[src/hdl/lpad_pkg.sv]
// Package for the length-prefixed Adler-32 deframer.
// Holds the section and status codes, the result beat type and shared constants.
// No dependencies.
package lpad_pkg;

  // Section tags; the parser phase uses the first five.
  typedef enum logic [2:0] {
    SEC_LEN  = 3'd0,
    SEC_NLEN = 3'd1,
    SEC_NAME = 3'd2,
    SEC_PAY  = 3'd3,
    SEC_CSUM = 3'd4,
    SEC_HALT = 3'd5
  } sect_t;

  // End-of-frame status codes.
  typedef enum logic [1:0] {
    ST_OK   = 2'd0,
    ST_CSUM = 2'd1,
    ST_NAME = 2'd2,
    ST_LEN  = 2'd3
  } stat_t;

  // One result beat.
  typedef struct packed {
    logic [7:0] out_byte;
    sect_t      section;
    logic       report;
    stat_t      status;
  } out_beat_t;

  localparam int          FIELD_BYTES = 4;      // bytes in each fixed field
  localparam int          HDR_BYTES   = 8;      // name-length field plus checksum
  localparam logic [16:0] ADLER_MOD   = 17'd65521;
  localparam logic [16:0] MIN_LEN_RST = 17'd10;
  localparam int          CFG_W       = 17;

endpackage

[src/hdl/lpad_if.sv]
// Channel interfaces for the deframer: byte input and tagged result output.
// Depends on lpad_pkg.
interface lpad_in_if import lpad_pkg::*; ();
  logic       valid;
  logic       ready;
  logic [7:0] in_byte;

  modport source (output valid, output in_byte, input ready);
  modport sink (input valid, input in_byte, output ready);
endinterface

interface lpad_out_if import lpad_pkg::*; ();
  logic       valid;
  logic       ready;
  logic [7:0] out_byte;
  sect_t      section;
  logic       report;
  stat_t      status;

  modport source (output valid, output out_byte, output section, output report,
                  output status, input ready);
  modport sink (input valid, input out_byte, input section, input report,
                input status, output ready);
endinterface

[src/hdl/lpad_adler.sv]
// Single-byte Adler-32 update of the low and high sums.
// Depends on lpad_pkg for the modulus.
module lpad_adler import lpad_pkg::*; (
  input  logic [15:0] sum_lo,
  input  logic [15:0] sum_hi,
  input  logic [7:0]  data,
  output logic [15:0] sum_lo_nxt,
  output logic [15:0] sum_hi_nxt
);

  logic [16:0] lo_raw;
  logic [16:0] lo_mod;
  logic [16:0] hi_raw;
  logic [16:0] hi_mod;

  // Low += byte, high += new low; fold both once (all operands < modulus).
  always_comb begin
    lo_raw = {1'b0, sum_lo} + {9'b0, data};
    lo_mod = (lo_raw >= ADLER_MOD) ? (lo_raw - ADLER_MOD) : lo_raw;
    hi_raw = {1'b0, sum_hi} + lo_mod;
    hi_mod = (hi_raw >= ADLER_MOD) ? (hi_raw - ADLER_MOD) : hi_raw;
  end

  assign sum_lo_nxt = lo_mod[15:0];
  assign sum_hi_nxt = hi_mod[15:0];

endmodule

[src/hdl/lpad_parser.sv]
// Frame parser: section tracking, length checks, checksum compare and halt.
// Depends on lpad_pkg and lpad_adler.
module lpad_parser import lpad_pkg::*; #(
  parameter int MAX_FRAME_LEN = 65536
) (
  input  logic             clk,
  input  logic             rst_n,
  input  logic             take,
  input  logic [7:0]       in_byte,
  input  logic             cfg_we,
  input  logic [CFG_W-1:0] cfg_wdata,
  output out_beat_t        beat,
  output logic             halted
);

  localparam int LEN_W = $clog2(MAX_FRAME_LEN + 1);

  sect_t             phase_r, phase_nxt;
  logic              halted_r, halted_nxt;
  logic [LEN_W-1:0]  cnt_r, cnt_nxt;
  logic [31:0]       frame_len_r, frame_len_nxt;
  logic [31:0]       name_len_r, name_len_nxt;
  logic [LEN_W-1:0]  room_r, room_nxt;
  logic [LEN_W-1:0]  name_span_r, name_span_nxt;
  logic [LEN_W-1:0]  pay_span_r, pay_span_nxt;
  logic              bad_name_r, bad_name_nxt;
  logic [15:0]       sum_lo_r, sum_lo_nxt;
  logic [15:0]       sum_hi_r, sum_hi_nxt;
  logic [31:0]       rx_csum_r, rx_csum_nxt;
  logic [CFG_W-1:0]  min_len_r;

  logic [15:0]       add_lo;
  logic [15:0]       add_hi;
  logic [31:0]       fl_shift;
  logic [31:0]       nl_shift;
  logic [31:0]       rx_shift;
  logic [LEN_W-1:0]  cnt_inc;
  logic [LEN_W-1:0]  span;
  logic              field_last;

  lpad_adler u_adler (
    .sum_lo     (sum_lo_r),
    .sum_hi     (sum_hi_r),
    .data       (in_byte),
    .sum_lo_nxt (add_lo),
    .sum_hi_nxt (add_hi)
  );

  assign fl_shift   = {frame_len_r[23:0], in_byte};
  assign nl_shift   = {name_len_r[23:0], in_byte};
  assign rx_shift   = {rx_csum_r[23:0], in_byte};
  assign cnt_inc    = cnt_r + LEN_W'(1);
  assign field_last = (cnt_r == LEN_W'(FIELD_BYTES - 1));
  assign span       = (nl_shift < 32'(room_r)) ? nl_shift[LEN_W-1:0] : room_r;
  assign halted     = halted_r;

  // Configuration register.
  always_ff @(posedge clk) begin
    if (!rst_n) begin
      min_len_r <= MIN_LEN_RST;
    end else if (cfg_we) begin
      min_len_r <= cfg_wdata;
    end
  end

  // State registers, updated on each accepted beat.
  always_ff @(posedge clk) begin
    if (!rst_n) begin
      phase_r     <= SEC_LEN;
      halted_r    <= 1'b0;
      cnt_r       <= '0;
      frame_len_r <= '0;
      name_len_r  <= '0;
      room_r      <= '0;
      name_span_r <= '0;
      pay_span_r  <= '0;
      bad_name_r  <= 1'b0;
      sum_lo_r    <= 16'd1;
      sum_hi_r    <= '0;
      rx_csum_r   <= '0;
    end else if (take) begin
      phase_r     <= phase_nxt;
      halted_r    <= halted_nxt;
      cnt_r       <= cnt_nxt;
      frame_len_r <= frame_len_nxt;
      name_len_r  <= name_len_nxt;
      room_r      <= room_nxt;
      name_span_r <= name_span_nxt;
      pay_span_r  <= pay_span_nxt;
      bad_name_r  <= bad_name_nxt;
      sum_lo_r    <= sum_lo_nxt;
      sum_hi_r    <= sum_hi_nxt;
      rx_csum_r   <= rx_csum_nxt;
    end
  end

  // Next state and the result beat for the current byte.
  always_comb begin
    phase_nxt     = phase_r;
    halted_nxt    = halted_r;
    cnt_nxt       = cnt_r;
    frame_len_nxt = frame_len_r;
    name_len_nxt  = name_len_r;
    room_nxt      = room_r;
    name_span_nxt = name_span_r;
    pay_span_nxt  = pay_span_r;
    bad_name_nxt  = bad_name_r;
    sum_lo_nxt    = sum_lo_r;
    sum_hi_nxt    = sum_hi_r;
    rx_csum_nxt   = rx_csum_r;

    beat.out_byte = in_byte;
    beat.section  = phase_r;
    beat.report   = 1'b0;
    beat.status   = ST_OK;

    if (halted_r) begin
      beat.section = SEC_HALT;
    end else begin
      case (phase_r)
        SEC_LEN: begin
          frame_len_nxt = fl_shift;
          cnt_nxt       = cnt_inc;
          if (field_last) begin
            cnt_nxt = '0;
            if ((fl_shift < 32'(HDR_BYTES)) || (fl_shift < 32'(min_len_r)) ||
                (fl_shift > 32'(MAX_FRAME_LEN))) begin
              beat.report = 1'b1;
              beat.status = ST_LEN;
              halted_nxt  = 1'b1;
            end else begin
              phase_nxt = SEC_NLEN;
              room_nxt  = fl_shift[LEN_W-1:0] - LEN_W'(HDR_BYTES);
            end
          end
        end
        SEC_NLEN: begin
          sum_lo_nxt   = add_lo;
          sum_hi_nxt   = add_hi;
          name_len_nxt = nl_shift;
          cnt_nxt      = cnt_inc;
          if (field_last) begin
            cnt_nxt       = '0;
            name_span_nxt = span;
            pay_span_nxt  = room_r - span;
            bad_name_nxt  = (nl_shift < 32'd2) || (nl_shift > 32'(room_r));
            if (span != '0) begin
              phase_nxt = SEC_NAME;
            end else if (room_r != span) begin
              phase_nxt = SEC_PAY;
            end else begin
              phase_nxt = SEC_CSUM;
            end
          end
        end
        SEC_NAME: begin
          sum_lo_nxt = add_lo;
          sum_hi_nxt = add_hi;
          cnt_nxt    = cnt_inc;
          if (cnt_inc == name_span_r) begin
            cnt_nxt   = '0;
            phase_nxt = (pay_span_r != '0) ? SEC_PAY : SEC_CSUM;
          end
        end
        SEC_PAY: begin
          sum_lo_nxt = add_lo;
          sum_hi_nxt = add_hi;
          cnt_nxt    = cnt_inc;
          if (cnt_inc == pay_span_r) begin
            cnt_nxt   = '0;
            phase_nxt = SEC_CSUM;
          end
        end
        default: begin
          rx_csum_nxt = rx_shift;
          cnt_nxt     = cnt_inc;
          if (field_last) begin
            beat.report = 1'b1;
            if ({sum_hi_r, sum_lo_r} != rx_shift) begin
              beat.status = ST_CSUM;
              halted_nxt  = 1'b1;
            end else if (bad_name_r) begin
              beat.status = ST_NAME;
              halted_nxt  = 1'b1;
            end else begin
              // Good frame: start over on the next byte.
              phase_nxt     = SEC_LEN;
              cnt_nxt       = '0;
              frame_len_nxt = '0;
              name_len_nxt  = '0;
              sum_lo_nxt    = 16'd1;
              sum_hi_nxt    = '0;
              rx_csum_nxt   = '0;
            end
          end
        end
      endcase
    end
  end

endmodule

[src/hdl/lpad_obuf.sv]
// Two-beat output buffer that decouples the parser from the result channel.
// Depends on lpad_pkg and lpad_out_if.
module lpad_obuf import lpad_pkg::*; (
  input  logic              clk,
  input  logic              rst_n,
  input  logic              push,
  input  out_beat_t         push_beat,
  output logic              can_push,
  lpad_out_if.source        out_bus
);

  out_beat_t  slot_r [2];
  logic       wr_ptr_r;
  logic       rd_ptr_r;
  logic [1:0] count_r;
  logic       pop;
  out_beat_t  head;

  assign pop      = out_bus.valid && out_bus.ready;
  assign can_push = (count_r != 2'd2);
  assign head     = slot_r[rd_ptr_r];

  // Beat storage; no reset needed on payload.
  always_ff @(posedge clk) begin
    if (push) begin
      slot_r[wr_ptr_r] <= push_beat;
    end
  end

  // Pointers and fill count.
  always_ff @(posedge clk) begin
    if (!rst_n) begin
      wr_ptr_r <= 1'b0;
      rd_ptr_r <= 1'b0;
      count_r  <= '0;
    end else begin
      if (push) begin
        wr_ptr_r <= ~wr_ptr_r;
      end
      if (pop) begin
        rd_ptr_r <= ~rd_ptr_r;
      end
      count_r <= count_r + {1'b0, push} - {1'b0, pop};
    end
  end

  // Result channel drive.
  assign out_bus.valid    = (count_r != 2'd0);
  assign out_bus.out_byte = head.out_byte;
  assign out_bus.section  = head.section;
  assign out_bus.report   = head.report;
  assign out_bus.status   = head.status;

endmodule

[src/hdl/length_prefixed_adler32_deframer.sv]
// Length-prefixed Adler-32 deframer, top level.
// Throughput: one byte per cycle while the output buffer has room; each byte
// is parsed in the cycle it is taken and its result registered into the buffer.
// A two-beat output buffer cuts the combinational path from output to input ready.
// Reset (synchronous, active low) initialises all parser state, sets min_frame_len
// to 10 and empties the buffer; an error halts the block until the next reset.
module length_prefixed_adler32_deframer import lpad_pkg::*; #(
  parameter int MAX_FRAME_LEN = 65536
) (
  input  logic             clk,
  input  logic             rst_n,
  lpad_in_if.sink          in_bus,
  lpad_out_if.source       out_bus,
  input  logic             cfg_we,
  input  logic [CFG_W-1:0] cfg_wdata
);

  out_beat_t beat;
  logic      halted;
  logic      can_push;
  logic      take;

  assign in_bus.ready = can_push;
  assign take         = in_bus.valid && can_push;

  lpad_parser #(
    .MAX_FRAME_LEN (MAX_FRAME_LEN)
  ) u_parser (
    .clk       (clk),
    .rst_n     (rst_n),
    .take      (take),
    .in_byte   (in_bus.in_byte),
    .cfg_we    (cfg_we),
    .cfg_wdata (cfg_wdata),
    .beat      (beat),
    .halted    (halted)
  );

  lpad_obuf u_obuf (
    .clk       (clk),
    .rst_n     (rst_n),
    .push      (take),
    .push_beat (beat),
    .can_push  (can_push),
    .out_bus   (out_bus)
  );

  // Once halted, only reset releases the block.
  a_halt_sticky: assert property (@(posedge clk) disable iff (!rst_n)
    halted |=> halted)
    else $error("halt released without reset");

  // While halted, every beat is tagged discarded and carries no report.
  a_halt_tag: assert property (@(posedge clk) disable iff (!rst_n)
    (take && halted) |-> (beat.section == SEC_HALT && !beat.report))
    else $error("beat not tagged discarded while halted");

  // A report appears only on a length or checksum byte.
  a_report_place: assert property (@(posedge clk) disable iff (!rst_n)
    (take && beat.report) |-> (beat.section == SEC_LEN || beat.section == SEC_CSUM))
    else $error("report outside length or checksum section");

  // A non-ok report halts the block on the following cycle.
  a_error_halts: assert property (@(posedge clk) disable iff (!rst_n)
    (take && beat.report && beat.status != ST_OK) |=> halted)
    else $error("error report did not halt the block");

endmodule

[src/flat_wrapper.sv]
// flat-port wrapper written by rule: the top's interface ports become plain ports
module length_prefixed_adler32_deframer_flat import lpad_pkg::*;
#(
  parameter int MAX_FRAME_LEN = 65536
)
  (clk, rst_n, cfg_we, cfg_wdata, in_bus_valid, in_bus_in_byte, in_bus_ready, out_bus_valid, out_bus_out_byte, out_bus_section, out_bus_report, out_bus_status, out_bus_ready);
  lpad_in_if in_bus_i ();
  lpad_out_if out_bus_i ();
  input  logic clk;
  input  logic rst_n;
  input  logic cfg_we;
  input  logic [CFG_W-1:0] cfg_wdata;
  input wire logic [$bits(in_bus_i.valid)-1:0] in_bus_valid;
  input wire logic [$bits(in_bus_i.in_byte)-1:0] in_bus_in_byte;
  output wire logic [$bits(in_bus_i.ready)-1:0] in_bus_ready;
  output wire logic [$bits(out_bus_i.valid)-1:0] out_bus_valid;
  output wire logic [$bits(out_bus_i.out_byte)-1:0] out_bus_out_byte;
  output wire logic [$bits(out_bus_i.section)-1:0] out_bus_section;
  output wire logic [$bits(out_bus_i.report)-1:0] out_bus_report;
  output wire logic [$bits(out_bus_i.status)-1:0] out_bus_status;
  input wire logic [$bits(out_bus_i.ready)-1:0] out_bus_ready;
  assign in_bus_i.valid = in_bus_valid;
  assign in_bus_i.in_byte = in_bus_in_byte;
  assign in_bus_ready = in_bus_i.ready;
  assign out_bus_valid = out_bus_i.valid;
  assign out_bus_out_byte = out_bus_i.out_byte;
  assign out_bus_section = out_bus_i.section;
  assign out_bus_report = out_bus_i.report;
  assign out_bus_status = out_bus_i.status;
  assign out_bus_i.ready = out_bus_ready;
  length_prefixed_adler32_deframer #(.MAX_FRAME_LEN(MAX_FRAME_LEN)) u_core (.clk(clk), .rst_n(rst_n), .in_bus(in_bus_i), .out_bus(out_bus_i), .cfg_we(cfg_we), .cfg_wdata(cfg_wdata));
endmodule
[config.mk]
export PLATFORM = sky130hd
export DESIGN_NAME = length_prefixed_adler32_deframer_flat
export DESIGN_NICKNAME = d
export VERILOG_FILES = /design/src/hdl/lpad_pkg.sv /design/src/hdl/lpad_if.sv /design/src/hdl/lpad_adler.sv /design/src/hdl/lpad_parser.sv /design/src/hdl/lpad_obuf.sv /design/src/hdl/length_prefixed_adler32_deframer.sv /design/src/flat_wrapper.sv
export SDC_FILE = /design/constraint.sdc
export NUM_CORES = 1
export LEC_CHECK = 0
export ABC_AREA = 0
export BUFFER_PORTS_ARGS = -buffer_cell sky130_fd_sc_hd__clkbuf_2
export CORE_UTILIZATION = 50
export CTS_BUF_LIST = sky130_fd_sc_hd__clkbuf_4
export DETAILED_ROUTE_END_ITERATION = 12
export PLACE_DENSITY = 0.71
export SLEW_MARGIN = 15
export SYNTH_ARGS = -nofsm -noshare
export SYNTH_HDL_FRONTEND = slang
export SYNTH_SLANG_ARGS = --single-unit
[constraint.sdc]
create_clock -name clk -period 12.2 [get_ports clk]
set_clock_uncertainty 0.15 [all_clocks]
set_input_delay 0 -clock clk [delete_from_list [all_inputs] [get_ports clk]]
set_output_delay 0 -clock clk [all_outputs]
set_load 0.02 [all_outputs]
---- Word-level counts from Yosys, hierarchy flattened ----
Memories as Yosys holds them, arrays and structs flattened. A register that Yosys moved wholly into a read port is not among the register bits.
Index checks and enable logic that the tools add are counted.
storage, ports and cells
  register bits ........................... 198
  RAM bits ................................ 28
  input bits .............................. 30
  output and inout bits ................... 16
  logic and storage cells ................. 146
  memories kept ........................... 1
cells by class
  $add $sub $neg .......................... 9
  order comparisons ....................... 8
  equal/unequal tests ..................... 22
  muxes and demuxes ....................... 57
  bitwise gates (word level) .............. 8
  reductions and logical operators ........ 25
memories
  name                  depth  width  read ports  clocked after Yosys merged registers in  write ports  line             RTL
  u_core.u_obuf.slot_r  2      14     1           1                                        1            lpad_obuf.sv:12  out_beat_t slot_r [2];
operator list
  operator                                                             count
  two-way mux 24 bit                                                   6
  two-way mux 17 bit                                                   8
  two-way mux 16 bit                                                   7
  one-hot mux 24 bit (2 select lines)                                  2
  less-than comparator 32 x 17 -> 1 bit                                2
  one-hot mux 16 bit (2 select lines)                                  2
  one-hot mux 17 bit (3 select lines)                                  1
  two-way mux 3 bit                                                    16
  == test 17 bit                                                       2
  greater-or-equal comparator 17 x 16 -> 1 bit, second input constant  2
  nonzero test 17 bit                                                  2
  greater-than comparator 32 x 17 -> 1 bit                             1
  greater-than comparator 32 x 17 -> 1 bit, second input constant      1
  less-than comparator 32 x 2 -> 1 bit, second input constant          1
  less-than comparator 32 x 4 -> 1 bit, second input constant          1
  inequality test 32 bit                                               1
  AND reduction 6 bit                                                  3
  adder 16 x 17 -> 17 bit                                              1
  adder 16 x 8 -> 17 bit                                               1
  adder 17 x 1 -> 17 bit, second input constant                        1
  == test 17 x 2 -> 1 bit, second input constant                       1
  inequality test 17 bit                                               1
  subtractor 17 x 16 -> 17 bit, second input constant                  1
  subtractor 17 bit                                                    1
  other kinds (28)                                                     64

---- Logic depth before layout (Yosys ltp) ----
Gate-level depths: netlist of the first run.
  word-level depth ........................ 7
  mapped depth ............................ 25

---- Cells and area by module ----
From an unflattened synthesis of the first run, not the netlist that was laid out.
second synthesis, totals
  cell total of the unflattened synthesis .. 1,786
  area, all modules ....................... 14,710.4 um^2
modules (own cells, without submodules)
  module                            times used  cells each  area each (um^2)  seq. area each (um^2)
  lpad_parser                       1           1,384       11,060.6          3,883.7
  lpad_adler                        1           335         2,393.5           0.0
  lpad_obuf                         1           66          1,249.9           940.9
  length_prefixed_adler32_deframer  1           1           6.3               0.0

---- Worst setup path before layout of the first run ----
No wires, ideal clock.
  path type ............................... reg-to-reg
  start ................................... register u_core.u_parser.sum_lo_r[0]
  end ..................................... register u_core.u_parser.sum_hi_r[13]
  setup time .............................. 117 ps
  data arrival time ....................... 5,540 ps
  data required time ...................... 11,933 ps
  slack ................................... 6,393 ps
  cell stages (with the launch flop) ...... 24
  period minus slack after synthesis ...... 5,807 ps
  cell sequence ........................... dfxtp_1 ha_1 fa_1 a211oi_1 o211ai_1 nand3_1 nor4bb_1 a21boi_0 nand4_1 o21ai_2 and3_1 xor2_1 ha_1 and3_1 a221o_1 a21oi_1 a31oi_1 o31a_1 nor4_2 nand4_1 buf_2 a211oi_1 xnor2_1 a22o_1
between the ends
  longest elaborated chain between the ends .. 7
  elaborated cells between the ends (all ways) .. 12
RTL lines
  element                                                                                              line                RTL
  start: declaration                                                                                   lpad_parser.sv:27   logic [15:0] sum_lo_r, sum_lo_nxt;
  start signal: assignment                                                                             lpad_parser.sv:91   sum_lo_r <= sum_lo_nxt;
  adder 16 x 8 -> 17 bit                                                                               lpad_adler.sv:18    lo_raw = {1'b0, sum_lo} + {9'b0, data};
  subtractor 17 x 16 -> 17 bit / greater-or-equal comparator 17 x 16 -> 1 bit (equally long branches)  lpad_adler.sv:19    lo_mod = (lo_raw >= ADLER_MOD) ? (lo_raw - ADLER_MOD) : lo_raw;
  two-way mux 17 bit                                                                                   lpad_adler.sv:19
  adder 16 x 17 -> 17 bit                                                                              lpad_adler.sv:20    hi_raw = {1'b0, sum_hi} + lo_mod;
  subtractor 16 bit / greater-or-equal comparator 17 x 16 -> 1 bit (equally long branches)             lpad_adler.sv:21    hi_mod = (hi_raw >= ADLER_MOD) ? (hi_raw - ADLER_MOD) : hi_raw;
  two-way mux 16 bit                                                                                   lpad_adler.sv:21
  one-hot mux 16 bit (2 select lines)                                                                  lpad_parser.sv:120  case (phase_r)
  end signal: assignment                                                                               lpad_parser.sv:92   sum_hi_r <= sum_hi_nxt;
  end: declaration                                                                                     lpad_parser.sv:28   logic [15:0] sum_hi_r, sum_hi_nxt;
Several ways; a longest one is shown, not always the timed one.
A chain may end at the register's enable or synchronous reset.

---- Worst setup path in the final report of the first run ----
  start ................................... register u_core.u_parser.sum_lo_r[0]
  end ..................................... register u_core.u_parser.sum_hi_r[14]
The elaborated chain is that of the path after synthesis.

==> qor_table.md, run 1 <==
| Quantity | This run | Unit |
|---|---|---|
| All-Layer GR Usage | 0.275 | - |
| Cells on worst reg2reg path | 23 | - |
| Layout Area Growth over Synthesis | 12.7 | % |
| Number of distinct library cells after synthesis | 84 | - |
| FP Rows | 60 | - |
| Number of DRC violations after detailed-routing iteration 0 | 948 | - |
| Total via count after detailed routing | 12,600 | - |
| Share of flip-flops with an asynchronous set or reset after synthesis | 0 | - |
| Most frequent cell after synthesis | sky130_fd_sc_hd__nor2_1 | - |
| Final weighted congestion in routability-driven placement | 0.933 | - |
| CP arrival | 7.56 | ns |
| Critical R2R Launch | u_core.u_parser.sum_lo_r[0] | - |
| Max H-tree Level | 2 | - |
| Wire length of the first global-routing pass | 63.1 | mm |
| Worst endpoint required time | 12.62 | ns |
| Post-DR vias/cell | 5.87 | - |
| Cell type of the slowest stage on the worst timing path | sky130_fd_sc_hd__a2111oi_1 | - |
| Worst Hold End | u_core.u_parser.sum_lo_r[0] | - |
| Number of global-route vias before repair | 12,200 | - |
| Status | completed | - |
| LEAKAGE | 6.12 | nW |
| Gr ovfl total | 0 | - |
| Wirelength per Cell | 18.1 | µm |
| Post-synthesis cell area | 13,900 | µm² |
| Core region area | 27,100 | µm² |
| Post-detailed-routing wire length | 38.8 | mm |
| Setup repair after global routing missed its margin | false | - |
| Count of synthesis-stage warnings from yosys | 0 | - |
| Hold-fix buffer count after cts | 65 | - |
| Synthesized area per cell | 8.42 | µm² |
| Pin count of the biggest net entering global routing | 107 | - |
| List of most frequent post-synthesis cells | sky130_fd_sc_hd__nor2_1, sky130_fd_sc_hd__dfxtp_1, sky130_fd_sc_hd__nand2_1 | - |
| Top post-synthesis cells by area | sky130_fd_sc_hd__dfxtp_1, sky130_fd_sc_hd__ha_1, sky130_fd_sc_hd__edfxtp_1 | - |
| Path category of the worst min-delay check | input port to register | - |
| Share of the cycle needed by the critical path after routing | 0.585 | - |
| Synthesized netlist cell count | 1,652 | - |
| Setup violators final | 0 | - |
| CP delay by family, top | compound AO/OA/AOI/OAI gates | - |
| Cell chain of the critical path | ha_1 > fa_1 > a211oi_1 > o211ai_1 > nand3_1 > nor4bb_1 > a21boi_0 > nand4_1 > o21ai_2 > xnor2_1 > ha_1 > inv_1 > fa_1 > and3b_1 > o211ai_1 > a21oi_1 > o21ai_0 > mux2i_1 > nor4_2 > nand4_1 > a2111oi_1 > xnor2_1 > o21ai_1 | - |
| Area of the die | 28,500 | µm² |
| Cell at the root of the clock tree | sky130_fd_sc_hd__clkbuf_4 | - |
| #FFs+latches synth | 227 | - |
| Fill count | 2,492 | - |
| Final hold vios | 0 | - |
| CTS clock-pin slew for the worst setup and hold paths | 0.06 | ns |
| Final Net Count | 1,852 | - |
| Max-slew headroom | 0.252 | - |
| Detailed-router iteration count before antenna repair | 7 | - |
| Total clock sinks | 227 | - |
| Number of remaining DRC errors | 0 | - |
| Fmax | 140 | MHz |
| Reg-to-reg critical path endpoint | u_core.u_parser.sum_hi_r[14] | - |
| VDD IR-drop max | 0.0738 | mV |
| Worst Hold Margin | 0.178 | ns |
| Pwr Density | 117 | nW/µm² |
| Worst-case register-to-register setup slack | 5.06 | ns |
| Worst Tran Pin Value | 1.12 | ns |
| Final Slew Violations | 0 | - |
| Clock tree from TritonCTS | built | - |
| Seq/Total Area, Yosys | 0.347 | - |
| Clock buffer count from CTS | 59 | - |
| Skew-Pair Late Insertion Delay | 0.72 | ns |
| Crit-path max cell delay | 0.61 | ns |
| Count of buffering cells on the critical path with inverters included | 1 | - |
| I/O Buffers | 45 | - |
| Minimum clock period after layout | 7.14 | ns |
| Area occupied by multi-input gates | 8430 | µm² |
| Pwr Total | 1.84 | mW |
| Crit. End Element | register | - |
| Initial Util | 0.513 | - |
| Fraction of final layout cells sized beyond drive strength 1 | 0.100 | - |
| Net Count, Synth | 1,767 | - |
| Crit Path Class | register to register | - |
| Height of the die | 169 | µm |
| Initial antenna violation count | 1 | - |
| Area fraction of the dominant cell type after synthesis | 0.287 | - |
| Detail Route Antenna Nets | 0 | - |
| Worst hold path startpoint | rst_n | - |
| Cell taking the most area after synthesis | sky130_fd_sc_hd__dfxtp_1 | - |
| Count of flip-flops with a built-in enable after synthesis | 28 | - |
| Total area of sequential cells | 4820 | µm² |
| Crit start category | register | - |
| Maximum fanout along the worst path | 12 | - |
| Max-Cap Viols | 0 | - |
| Half-perimeter wire length of the detailed placement result | 27.1 | mm |
| Maximum clock insertion buffer count | 3 | - |
| Die width | 169 | µm |
| Hold-critical path depth | 4 | - |
| Total Neg Setup Slack | 0 | ns |
| Count of boundary I/O pins | 46 | - |
| Flip-flop cell with the highest count after synthesis | sky130_fd_sc_hd__dfxtp_1 | - |
| Number of gates given a new drive strength after cts | 0 | - |
| Post-CTS Setup Bufs | 0 | - |
-- tightest hold or removal path, delay by kind of cell --
family                 cells  cell delay, ns
AND/OR/NAND/NOR            1            0.10
buffers and inverters      3            0.90
-- state kept, by name, indices dropped and copies added (netlist names), named ones only --
| signal | cells |
|---|---|
| u_core.u_obuf.count_r | 2 |
| u_core.u_obuf.rd_ptr_r | 1 |
| u_core.u_obuf.slot_r | 28 |
| u_core.u_obuf.wr_ptr_r | 1 |
| u_core.u_parser.bad_name_r | 1 |
| u_core.u_parser.cnt_r | 17 |
| u_core.u_parser.frame_len_r | 24 |
| u_core.u_parser.halted | 1 |
| u_core.u_parser.min_len_r | 17 |
| u_core.u_parser.name_len_r | 24 |
| u_core.u_parser.name_span_r | 17 |
| u_core.u_parser.pay_span_r | 17 |
| u_core.u_parser.phase_r | 3 |
| u_core.u_parser.room_r | 17 |
| u_core.u_parser.rx_csum_r | 24 |
| u_core.u_parser.sum_hi_r | 16 |
| u_core.u_parser.sum_lo_r | 16 |
-- logic make-up after synthesis --
kind of cell | synth area share
buffers and inverters | 0.0486
multiplexers | 0.0402
XOR/XNOR | 0.0876
adder cells (fa/ha/maj) | 0.0781
AO/OA/AOI/OAI | 0.196
AND/OR/NAND/NOR | 0.203
flip-flops | 0.347
-- cell usage in the layout, fill, tap and decap left out, types with 7 or more instances in the layout --
cell type	instances
sky130_fd_sc_hd__dlygate4sd3_1	65
sky130_fd_sc_hd__inv_1	76
sky130_fd_sc_hd__a31oi_1	10
sky130_fd_sc_hd__mux2_2	15
sky130_fd_sc_hd__dfxtp_1	199
sky130_fd_sc_hd__a21o_1	22
sky130_fd_sc_hd__clkbuf_4	80
sky130_fd_sc_hd__edfxtp_1	28
sky130_fd_sc_hd__buf_4	12
sky130_fd_sc_hd__and4_1	8
sky130_fd_sc_hd__o21ai_0	80
sky130_fd_sc_hd__a21oi_1	70
sky130_fd_sc_hd__o21ai_1	8
sky130_fd_sc_hd__and2_1	11
sky130_fd_sc_hd__nand4_1	33
sky130_fd_sc_hd__xnor2_1	83
sky130_fd_sc_hd__nor3_1	38
sky130_fd_sc_hd__clkbuf_2	45
sky130_fd_sc_hd__o21a_1	10
sky130_fd_sc_hd__nor4_1	41
sky130_fd_sc_hd__mux2i_1	39
sky130_fd_sc_hd__nand2b_1	12
sky130_fd_sc_hd__a211oi_1	48
sky130_fd_sc_hd__nand3_1	40
sky130_fd_sc_hd__clkinv_1	15
sky130_fd_sc_hd__a22o_1	10
sky130_fd_sc_hd__o211ai_1	10
sky130_fd_sc_hd__nor2_1	204
sky130_fd_sc_hd__o2111ai_1	7
sky130_fd_sc_hd__ha_1	82
sky130_fd_sc_hd__xor2_1	49
sky130_fd_sc_hd__nor2b_1	14
sky130_fd_sc_hd__or3_1	14
sky130_fd_sc_hd__nand2_1	98
sky130_fd_sc_hd__and3_1	17
sky130_fd_sc_hd__a22oi_1	74
-- worst max path at each step --
stage / start / end / slack, ns / depth (start not counted)
after floorplan: u_core.u_parser.sum_lo_r[0] / u_core.u_parser.sum_hi_r[13] / 6.39 / 23
after detailed placement: in_bus_in_byte[0] / u_core.u_parser.sum_hi_r[14] / 5.15 / 23
after global placement: in_bus_in_byte[0] / u_core.u_parser.sum_hi_r[14] / 5.31 / 24
after CTS: u_core.u_parser.sum_lo_r[0] / u_core.u_parser.sum_hi_r[14] / 5.15 / 22
after global routing: u_core.u_parser.sum_lo_r[0] / u_core.u_parser.sum_hi_r[14] / 4.22 / 22
final: u_core.u_parser.sum_lo_r[0] / u_core.u_parser.sum_hi_r[14] / 5.06 / 23
-- layer usage --
metal,global-route usage,up-vias,routed length (µm)
li1,-,6192,-
met1,0.347,5994,16900
met2,0.477,353,19200
met3,0.0355,72,1720
met4,0.102,0,1030
met5,0,-,0
-- power breakdown --
| group | internal, mW | leakage [nW] | switching [mW] |
|---|---|---|---|
| registers | 0.789 | 1.88 | 0.0299 |
| clock network | 0.302 | 0.404 | 0.317 |
| logic | 0.159 | 3.84 | 0.239 |
-- final cells by class --
cell class / instances / area share
Clock buffer: 80 / 0.0383
Sequential cell: 227 / 0.308
Clock inverter: 20 / 0.00543
Inverter: 77 / 0.0186
Multi-Input combinational cell: 1250 / 0.538
Timing Repair Buffer: 122 / 0.0617
Antenna cell: 1 / 0.000160
Tap cell: 372 / 0.0297
-- through the flow --
| step | setup WS (ns) | cell area [µm²] | util | cells |
|---|---|---|---|---|
| after detailed placement | 5.15 | 14300 | 0.529 | 1983 |
| final | 5.06 | 15700 | 0.578 | 2149 |
| after floorplan | 6.39 | 13900 | - | 1652 |
| after global placement | 5.31 | 14300 | 0.529 | 1983 |
| after CTS | 5.15 | 15700 | 0.578 | 2148 |
| after global routing | 4.22 | 15700 | 0.578 | 2149 |
Power figures use the tool's default switching activity.
==> run 2: changes to the inputs <==
Settings changed: PLACE_DENSITY 0.71 to 0.74.
Clock period 12.2 ns to 6.3 ns, I/O delays scaled along.
==> run 2 against run 1 <==
Net effect: routed wire length grew 1.2%; combinational power grew 100%; setup slack lost 4.7 ns; non-clock buffer count grew 29; global-route usage grew 0.14 points; sequential power grew 94%; first-iteration DRC count grew 13%; sequential share of layout area shrank 0.85 points; critical endpoint is now u_core.u_parser.sum_hi_r[13]; clock power grew 120%; count of clock-buffer cells in the layout shrank 5; flip-flop and latch count is the same; design area grew 2.8%.
==> qor_table.md, run 2 (synthesized netlist as in run 1, its figures left out) <==
| Quantity | This run | Unit | Change |
|---|---|---|---|
| Area of the die | 28,500 | µm² | unchanged |
| Final hold vios | 0 | - | unchanged |
| Worst endpoint required time | 6.80 | ns | -5.82 ns |
| Max H-tree Level | 2 | - | unchanged |
| Skew-Pair Late Insertion Delay | 0.75 | ns | +0.03 ns |
| Max-Cap Viols | 0 | - | unchanged |
| VDD IR-drop max | 0.138 | mV | +87% |
| Height of the die | 169 | µm | unchanged |
| Total clock sinks | 227 | - | unchanged |
| Initial antenna violation count | 1 | - | unchanged |
| Layout Area Growth over Synthesis | 15.9 | % |  |
| All-Layer GR Usage | 0.276 | - | +0.00136 |
| Path category of the worst min-delay check | input port to register | - |  |
| Minimum clock period after layout | 5.96 | ns | -1.18 ns |
| Number of global-route vias before repair | 12,300 | - | +1.4% |
| Post-DR vias/cell | 5.91 | - | +0.71% |
| Crit. End Element | register | - |  |
| Wire length of the first global-routing pass | 63.4 | mm | +0.42% |
| Pwr Total | 3.77 | mW | +110% |
| Maximum clock insertion buffer count | 3 | - | unchanged |
| FP Rows | 60 | - | unchanged |
| I/O Buffers | 45 | - | unchanged |
| Leading cell types in the layout, fill and taps excluded | sky130_fd_sc_hd__nor2_1, sky130_fd_sc_hd__dfxtp_1, sky130_fd_sc_hd__nand2_1 | - |  |
| Max-slew headroom | 0.262 | - | +0.0105 |
| Setup violators final | 0 | - | unchanged |
| Cell at the root of the clock tree | sky130_fd_sc_hd__clkbuf_4 | - |  |
| Number of remaining DRC errors | 0 | - | unchanged |
| Placement-stage cell area | 14,500 | µm² | +1.4% |
| CTS clock-pin slew for the worst setup and hold paths | 0.07 | ns | about the same |
| Final instance area | 16,100 | µm² | +2.8% |
| Post-layout utilization of the core | 0.594 | - | +0.0163 |
| Count of boundary I/O pins | 46 | - | unchanged |
| Number of DRC violations after detailed-routing iteration 0 | 1,074 | - | +13% |
| Wirelength per Cell | 18.0 | µm | -0.31% |
| Fraction of final layout cells sized beyond drive strength 1 | 0.124 | - | +0.0237 |
| Crit start category | register | - |  |
| Total via count after detailed routing | 12,900 | - | +2.2% |
| Proportion of total power due to net switching | 0.314 | - | -0.00545 |
| Share of the cycle needed by the critical path after routing | 0.946 | - | +0.361 |
| Global Route met3 Usage | 0.0379 | - | +0.00234 |
| Crit-path max cell delay | 0.43 | ns | -0.18 ns |
| Detailed-router iteration count before antenna repair | 6 | - | -1 |
| Fraction of power consumed by sequential logic | 0.421 | - | -0.025 |
| Half-perimeter wire length of the detailed placement result | 27.6 | mm | +1.8% |
| Final weighted congestion in routability-driven placement | 0.971 | - | +4.1% |
| Final Net Count | 1,883 | - | +1.7% |
| Fmax | 168 | MHz | +20% |
| LEAKAGE | 6.40 | nW | +4.6% |
| Fill count | 2,371 | - | -4.9% |
| CP arrival | 6.46 | ns | -1.10 ns |
| Clock tree from TritonCTS | built | - |  |
| Global routing usage on met2 | 0.473 | - | -0.00395 |
| Register ranked first by flip-flop count | u_core.u_obuf.slot_r | - |  |
| Clock buffer count from CTS | 60 | - | +1.7% |
| Met1 Resource Use GR | 0.343 | - | -0.00347 |
| Core region area | 27,100 | µm² | unchanged |
| Count of buffering cells on the critical path with inverters included | 3 | - | +2 |
| Portion of total power attributed to combinational logic | 0.214 | - | -0.003 |
| Pwr Density | 234 | nW/µm² | +100% |
| Number of flip-flops under the largest register name | 28 | - | unchanged |
| Detail Route Antenna Nets | 0 | - | unchanged |
| Post-detailed-routing wire length | 39.3 | mm | +1.2% |
| Clock power frac | 0.364 | - | +0.027 |
| CP delay by family, top | compound AO/OA/AOI/OAI gates | - |  |
| Final Slew Violations | 0 | - | unchanged |
| Status | completed | - |  |
| Most frequent standard cell in the layout excluding fill and tap cells | sky130_fd_sc_hd__nor2_1 | - |  |
| NetSw | 1.18 | mW | +100% |
| Gr ovfl total | 0 | - | unchanged |
| Internal power | 2.59 | mW | +110% |
| Top Usage Layer GRT | met2 | - |  |
| Worst Tran Pin Value | 1.10 | ns | -0.0259 ns |
| Pin count of the biggest net entering global routing | 74 | - | -31% |
| Die width | 169 | µm | unchanged |
| Initial Util | 0.513 | - | unchanged |
| Crit Path Class | register to register | - |  |
| Cell type of the slowest stage on the worst timing path | sky130_fd_sc_hd__fa_1 | - |  |
| Maximum fanout along the worst path | 11 | - | -1 |
-- run 2: cell count changes in the layout (fill, tap and decap cells not counted), sizes merged --
cell and delta:
buf +27, bufinv +4, clkbuf -5, clkinv +4, clkinvlp -2, dlygate4sd3 +2, inv +1, o21ai +1
-- run 2: path summary, 6_finish.rpt --
kind         cells after the start                            end                           from  slack [ns]
max                             25   u_core.u_parser.sum_hi_r[13]    u_core.u_parser.sum_lo_r[0]        0.34
min reg2reg                      2  u_core.u_parser.pay_span_r[5]  u_core.u_parser.pay_span_r[5]        0.34
max reg2reg                     25   u_core.u_parser.sum_hi_r[13]    u_core.u_parser.sum_lo_r[0]        0.34
min                              5         u_core.u_obuf.rd_ptr_r                  out_bus_ready        0.18
-- run 2: through the flow --
step | std cells | TNS, ns | hold WS [ns] | setup WS (ns)
floorplan | 1652 | 0 | -0.0511 | 0.493
global placement | 2009 | 0 | 0.0808 | 0.124
detailed placement | 2009 | -0.0321 | 0.0811 | -0.0321
CTS | 2178 | 0 | 0.127 | 0.0232
global route | 2181 | -0.00209 | 0.151 | -0.00209
finish | 2181 | 0 | 0.178 | 0.342
-- run 2: power by group through the flow --
stage	Clock [mW]	Combinational (mW)	Sequential (mW)
6_report	1.37	0.808	1.59
5_1_grt	1.48	0.879	1.59
4_1_cts	1.40	0.786	1.59
3_5_place_dp	0	0.743	1.62
3_3_place_gp	0	0.729	1.61
2_1_floorplan	0	0.544	1.59
-- run 2: layer usage --
metal,routed length [µm],vias up,part of all wire
met4,1370,0,0.035
met3,2210,102,0.056
met5,0,-,0
met2,19100,396,0.49
li1,-,6262,-
met1,16600,6130,0.42
-- run 2: timing repair --
item	CTS	global route
resized for setup	3	20
hold buffers	67	0
endpoints found under the hold margin	141	0
pin swaps	0	5
endpoints found under the setup margin	1	16
gates cloned	0	1
buffers inserted	0	1
-- run 2: worst reg2reg max path: stages (launching register included) --
cell and delay (ns):
sky130_fd_sc_hd__dfxtp_1 0.33, sky130_fd_sc_hd__ha_1 0.23, sky130_fd_sc_hd__fa_1 0.42, sky130_fd_sc_hd__a211oi_2 0.31, sky130_fd_sc_hd__o211a_1 0.22, sky130_fd_sc_hd__o21ai_0 0.13, sky130_fd_sc_hd__a21o_1 0.21, sky130_fd_sc_hd__a211oi_2 0.24
sky130_fd_sc_hd__nand4_1 0.12, sky130_fd_sc_hd__buf_4 0.18, sky130_fd_sc_hd__o21ai_4 0.21, sky130_fd_sc_hd__xnor2_1 0.19, sky130_fd_sc_hd__ha_1 0.24, sky130_fd_sc_hd__inv_1 0.07, sky130_fd_sc_hd__fa_1 0.43, sky130_fd_sc_hd__and3b_1 0.30
sky130_fd_sc_hd__o211ai_1 0.15, sky130_fd_sc_hd__a21oi_2 0.23, sky130_fd_sc_hd__o21ai_2 0.12, sky130_fd_sc_hd__mux2i_1 0.14, sky130_fd_sc_hd__nor4_2 0.28, sky130_fd_sc_hd__nand4_1 0.17, sky130_fd_sc_hd__buf_4 0.22, sky130_fd_sc_hd__a211oi_4 0.28
sky130_fd_sc_hd__xnor2_1 0.10, sky130_fd_sc_hd__a22o_1 0.19
-- run 2: cell type report --
class | count | area, µm² | share of cell area
clock inverters | 27 | 226 | 0.0141
repair buffers | 151 | 1190 | 0.0738
diodes | 1 | 2.50 | 0.000155
well taps | 372 | 465 | 0.0289
flip-flops and latches | 227 | 4820 | 0.299
inverters | 77 | 292 | 0.0181
clock buffers | 75 | 563 | 0.0349
multi-input cells | 1251 | 8550 | 0.531
==> run 3: changes to the inputs <==
Settings changed: CORE_MARGIN set to 10.
==> run 3 against run 2 <==
Net effect: via count grew 0.17%; power fell by 3.8%; count of clock-buffer cells in the layout grew 11; global-route usage fell by 5.7 points; first-iteration DRC count shrank 9.4%; clock power fell by 11%; critical path depth fell by 1; flip-flop and latch count is the same; routed wire length up 1.8%; critical path type unchanged; highest routed layer unchanged.
==> qor_table.md, run 3 (synthesized netlist as in run 1, its figures left out) <==
| Quantity | This run | Unit | Change |
|---|---|---|---|
| Count of boundary I/O pins | 46 | - | unchanged |
| Maximum clock insertion buffer count | 3 | - | unchanged |
| Wirelength per Cell | 18.3 | µm | +1.6% |
| Most frequent standard cell in the layout excluding fill and tap cells | sky130_fd_sc_hd__nor2_1 | - |  |
| Half-perimeter wire length of the detailed placement result | 28.1 | mm | +1.7% |
| Number of global-route vias before repair | 12,400 | - | +0.55% |
| Fraction of power consumed by sequential logic | 0.438 | - | +0.017 |
| Fill count | 2,452 | - | +3.4% |
| Gr ovfl total | 0 | - | unchanged |
| Worst-case register-to-register setup slack | 0.28 | ns | -0.07 ns |
| Pin count of the biggest net entering global routing | 72 | - | -2.7% |
| LEAKAGE | 6.36 | nW | -0.67% |
| Skew-Pair Late Insertion Delay | 0.70 | ns | -0.05 ns |
| CP arrival | 6.44 | ns | -0.02 ns |
| Area of the die | 34,900 | µm² | +22% |
| Total via count after detailed routing | 12,900 | - | +0.17% |
| Setup violators final | 0 | - | unchanged |
| Max-Cap Viols | 0 | - | unchanged |
| Number of DRC violations after detailed-routing iteration 0 | 973 | - | -9.4% |
| Crit start category | register | - |  |
| Path category of the worst min-delay check | input port to register | - |  |
| Post-DR vias/cell | 5.91 | - | about the same |
| Maximum fanout along the worst path | 6 | - | -5 |
| Clock tree from TritonCTS | built | - |  |
| Layout Area Growth over Synthesis | 15.9 | % | about the same |
| Share of the cycle needed by the critical path after routing | 0.956 | - | +0.0104 |
| Status | completed | - |  |
| Detail Route Antenna Nets | 0 | - | unchanged |
| Final hold vios | 0 | - | unchanged |
| Register ranked first by flip-flop count | u_core.u_obuf.slot_r | - |  |
| Initial Util | 0.512 | - | -0.00142 |
| Height of the die | 187 | µm | +11% |
| Cell at the root of the clock tree | sky130_fd_sc_hd__clkbuf_4 | - |  |
| All-Layer GR Usage | 0.219 | - | -0.0569 |
| Post-detailed-routing wire length | 40.0 | mm | +1.8% |
| NetSw | 1.14 | mW | -3.5% |
| Worst Slack Setup Final | 0.276 | ns | -0.0658 ns |
| Max-slew headroom | 0.268 | - | +0.00582 |
| Placement-stage cell area | 14,500 | µm² | unchanged |
| Worst endpoint required time | 6.72 | ns | -0.08 ns |
| Worst Tran Pin Value | 1.09 | ns | -0.00865 ns |
| Total clock sinks | 227 | - | unchanged |
| Detailed-router iteration count before antenna repair | 5 | - | -1 |
| Core region area | 27,200 | µm² | +0.28% |
| CTS clock-pin slew for the worst setup and hold paths | 0.07 | ns | about the same |
| Pwr Density | 225 | nW/µm² | -3.9% |
| Fraction of final layout cells sized beyond drive strength 1 | 0.129 | - | +0.00462 |
| Initial antenna violation count | 1 | - | unchanged |
| Crit Path Class | register to register | - |  |
| Crit. End Element | register | - |  |
| Number of flip-flops under the largest register name | 28 | - | unchanged |
| Number of remaining DRC errors | 0 | - | unchanged |
| Portion of total power attributed to combinational logic | 0.225 | - | +0.011 |
| Clock power frac | 0.337 | - | -0.027 |
| Wire length of the first global-routing pass | 64.5 | mm | +1.8% |
| Die width | 187 | µm | +11% |
| Total Neg Setup Slack | 0 | ns | unchanged |
| Leading cell types in the layout, fill and taps excluded | sky130_fd_sc_hd__nor2_1, sky130_fd_sc_hd__dfxtp_1, sky130_fd_sc_hd__nand2_1 | - |  |
| DP Worst Slack | -0.0492 | ns | -0.0171 ns |
| Fmax | 166 | MHz | -1.1% |
| FP Rows | 60 | - | unchanged |
| VDD IR-drop max | 0.0944 | mV | -32% |
| Minimum clock period after layout | 6.02 | ns | +0.0658 ns |
| Proportion of total power due to net switching | 0.315 | - | +0.000961 |
| Final Slew Violations | 0 | - | unchanged |
| Worst Hold Margin | 0.195 | ns | +0.0165 ns |
| Max H-tree Level | 2 | - | unchanged |
| Final instance area | 16,100 | µm² | about the same |
| Final Net Count | 1,885 | - | +0.11% |
| Final weighted congestion in routability-driven placement | 0.958 | - | -1.4% |
| Internal power | 2.48 | mW | -4.0% |
| Clock buffer count from CTS | 59 | - | -1.7% |
| I/O Buffers | 45 | - | unchanged |
[run 3: critical path: stages, from the launching register on]
cell and delay [ns]:
sky130_fd_sc_hd__dfxtp_1 0.32, sky130_fd_sc_hd__ha_2 0.21, sky130_fd_sc_hd__fa_2 0.40, sky130_fd_sc_hd__a211oi_4 0.31, sky130_fd_sc_hd__o21ai_0 0.19, sky130_fd_sc_hd__xnor2_1 0.26, sky130_fd_sc_hd__a221oi_1 0.15, sky130_fd_sc_hd__a211oi_2 0.17
sky130_fd_sc_hd__nand4_1 0.19, sky130_fd_sc_hd__buf_4 0.20, sky130_fd_sc_hd__o21ai_4 0.19, sky130_fd_sc_hd__and3_1 0.20, sky130_fd_sc_hd__xor2_1 0.19, sky130_fd_sc_hd__ha_1 0.27, sky130_fd_sc_hd__and3_1 0.20, sky130_fd_sc_hd__a221o_1 0.38
sky130_fd_sc_hd__a21oi_2 0.20, sky130_fd_sc_hd__a31oi_2 0.16, sky130_fd_sc_hd__o31a_1 0.31, sky130_fd_sc_hd__nor4_4 0.29, sky130_fd_sc_hd__nand4_1 0.23, sky130_fd_sc_hd__buf_6 0.21, sky130_fd_sc_hd__a211oi_2 0.23, sky130_fd_sc_hd__xnor2_1 0.08
sky130_fd_sc_hd__a22o_1 0.19
[run 3: what timing repair did]
action,CTS,global route
gates cloned,0,2
pin swaps,0,12
endpoints found under the setup margin,12,16
gates resized for setup,3,27
buffers inserted,0,5
hold endpoints to repair,129,0
hold buffers,65,0
[run 3: final timing paths]
kind | startpoint | end | depth (start not counted)
worst min register to register | u_core.u_parser.pay_span_r[3] | u_core.u_parser.pay_span_r[3] | 2
worst max register to register | u_core.u_parser.sum_lo_r[0] | u_core.u_parser.sum_hi_r[13] | 24
worst max-delay path | u_core.u_parser.sum_lo_r[0] | u_core.u_parser.sum_hi_r[13] | 24
worst min-delay path | in_bus_in_byte[1] | u_core.u_obuf.slot_r[0][7] | 2
[run 3: stage by stage]
| step | power, mW | utilization | instances |
|---|---|---|---|
| detailed placement | 2.36 | 0.534 | 2009 |
| finish | 3.62 | 0.593 | 2186 |
| global placement | 2.35 | 0.534 | 2009 |
| global route | 3.82 | 0.593 | 2186 |
| floorplan | 2.13 | - | 1652 |
| CTS | 3.62 | 0.585 | 2178 |
[run 3: cell type report]
cell class / count / area (µm²) / share of cell area
Inverter: 77 / 292 / 0.0181
Clock buffer: 86 / 646 / 0.0401
Sequential cell: 227 / 4820 / 0.299
Timing Repair Buffer: 154 / 1210 / 0.0749
Antenna cell: 1 / 2.50 / 0.000155
Tap cell: 372 / 465 / 0.0289
Clock inverter: 18 / 72.6 / 0.00450
Multi-Input combinational cell: 1251 / 8610 / 0.534
[run 3: power groups by stage]
stage | Clock (mW) | Combinational (mW) | Sequential [mW]
6_report | 1.22 | 0.816 | 1.59
5_1_grt | 1.34 | 0.892 | 1.59
4_1_cts | 1.25 | 0.786 | 1.59
3_5_place_dp | 0 | 0.745 | 1.62
3_3_place_gp | 0 | 0.735 | 1.61
2_1_floorplan | 0 | 0.544 | 1.59
[run 3: metal layers]
layer	global-route usage	wire [µm]	vias up
met5	0	0	-
met4	0.0927	1430	0
met3	0.0343	2080	87
met2	0.374	19300	394
met1	0.268	17200	6155
li1	-	-	6276
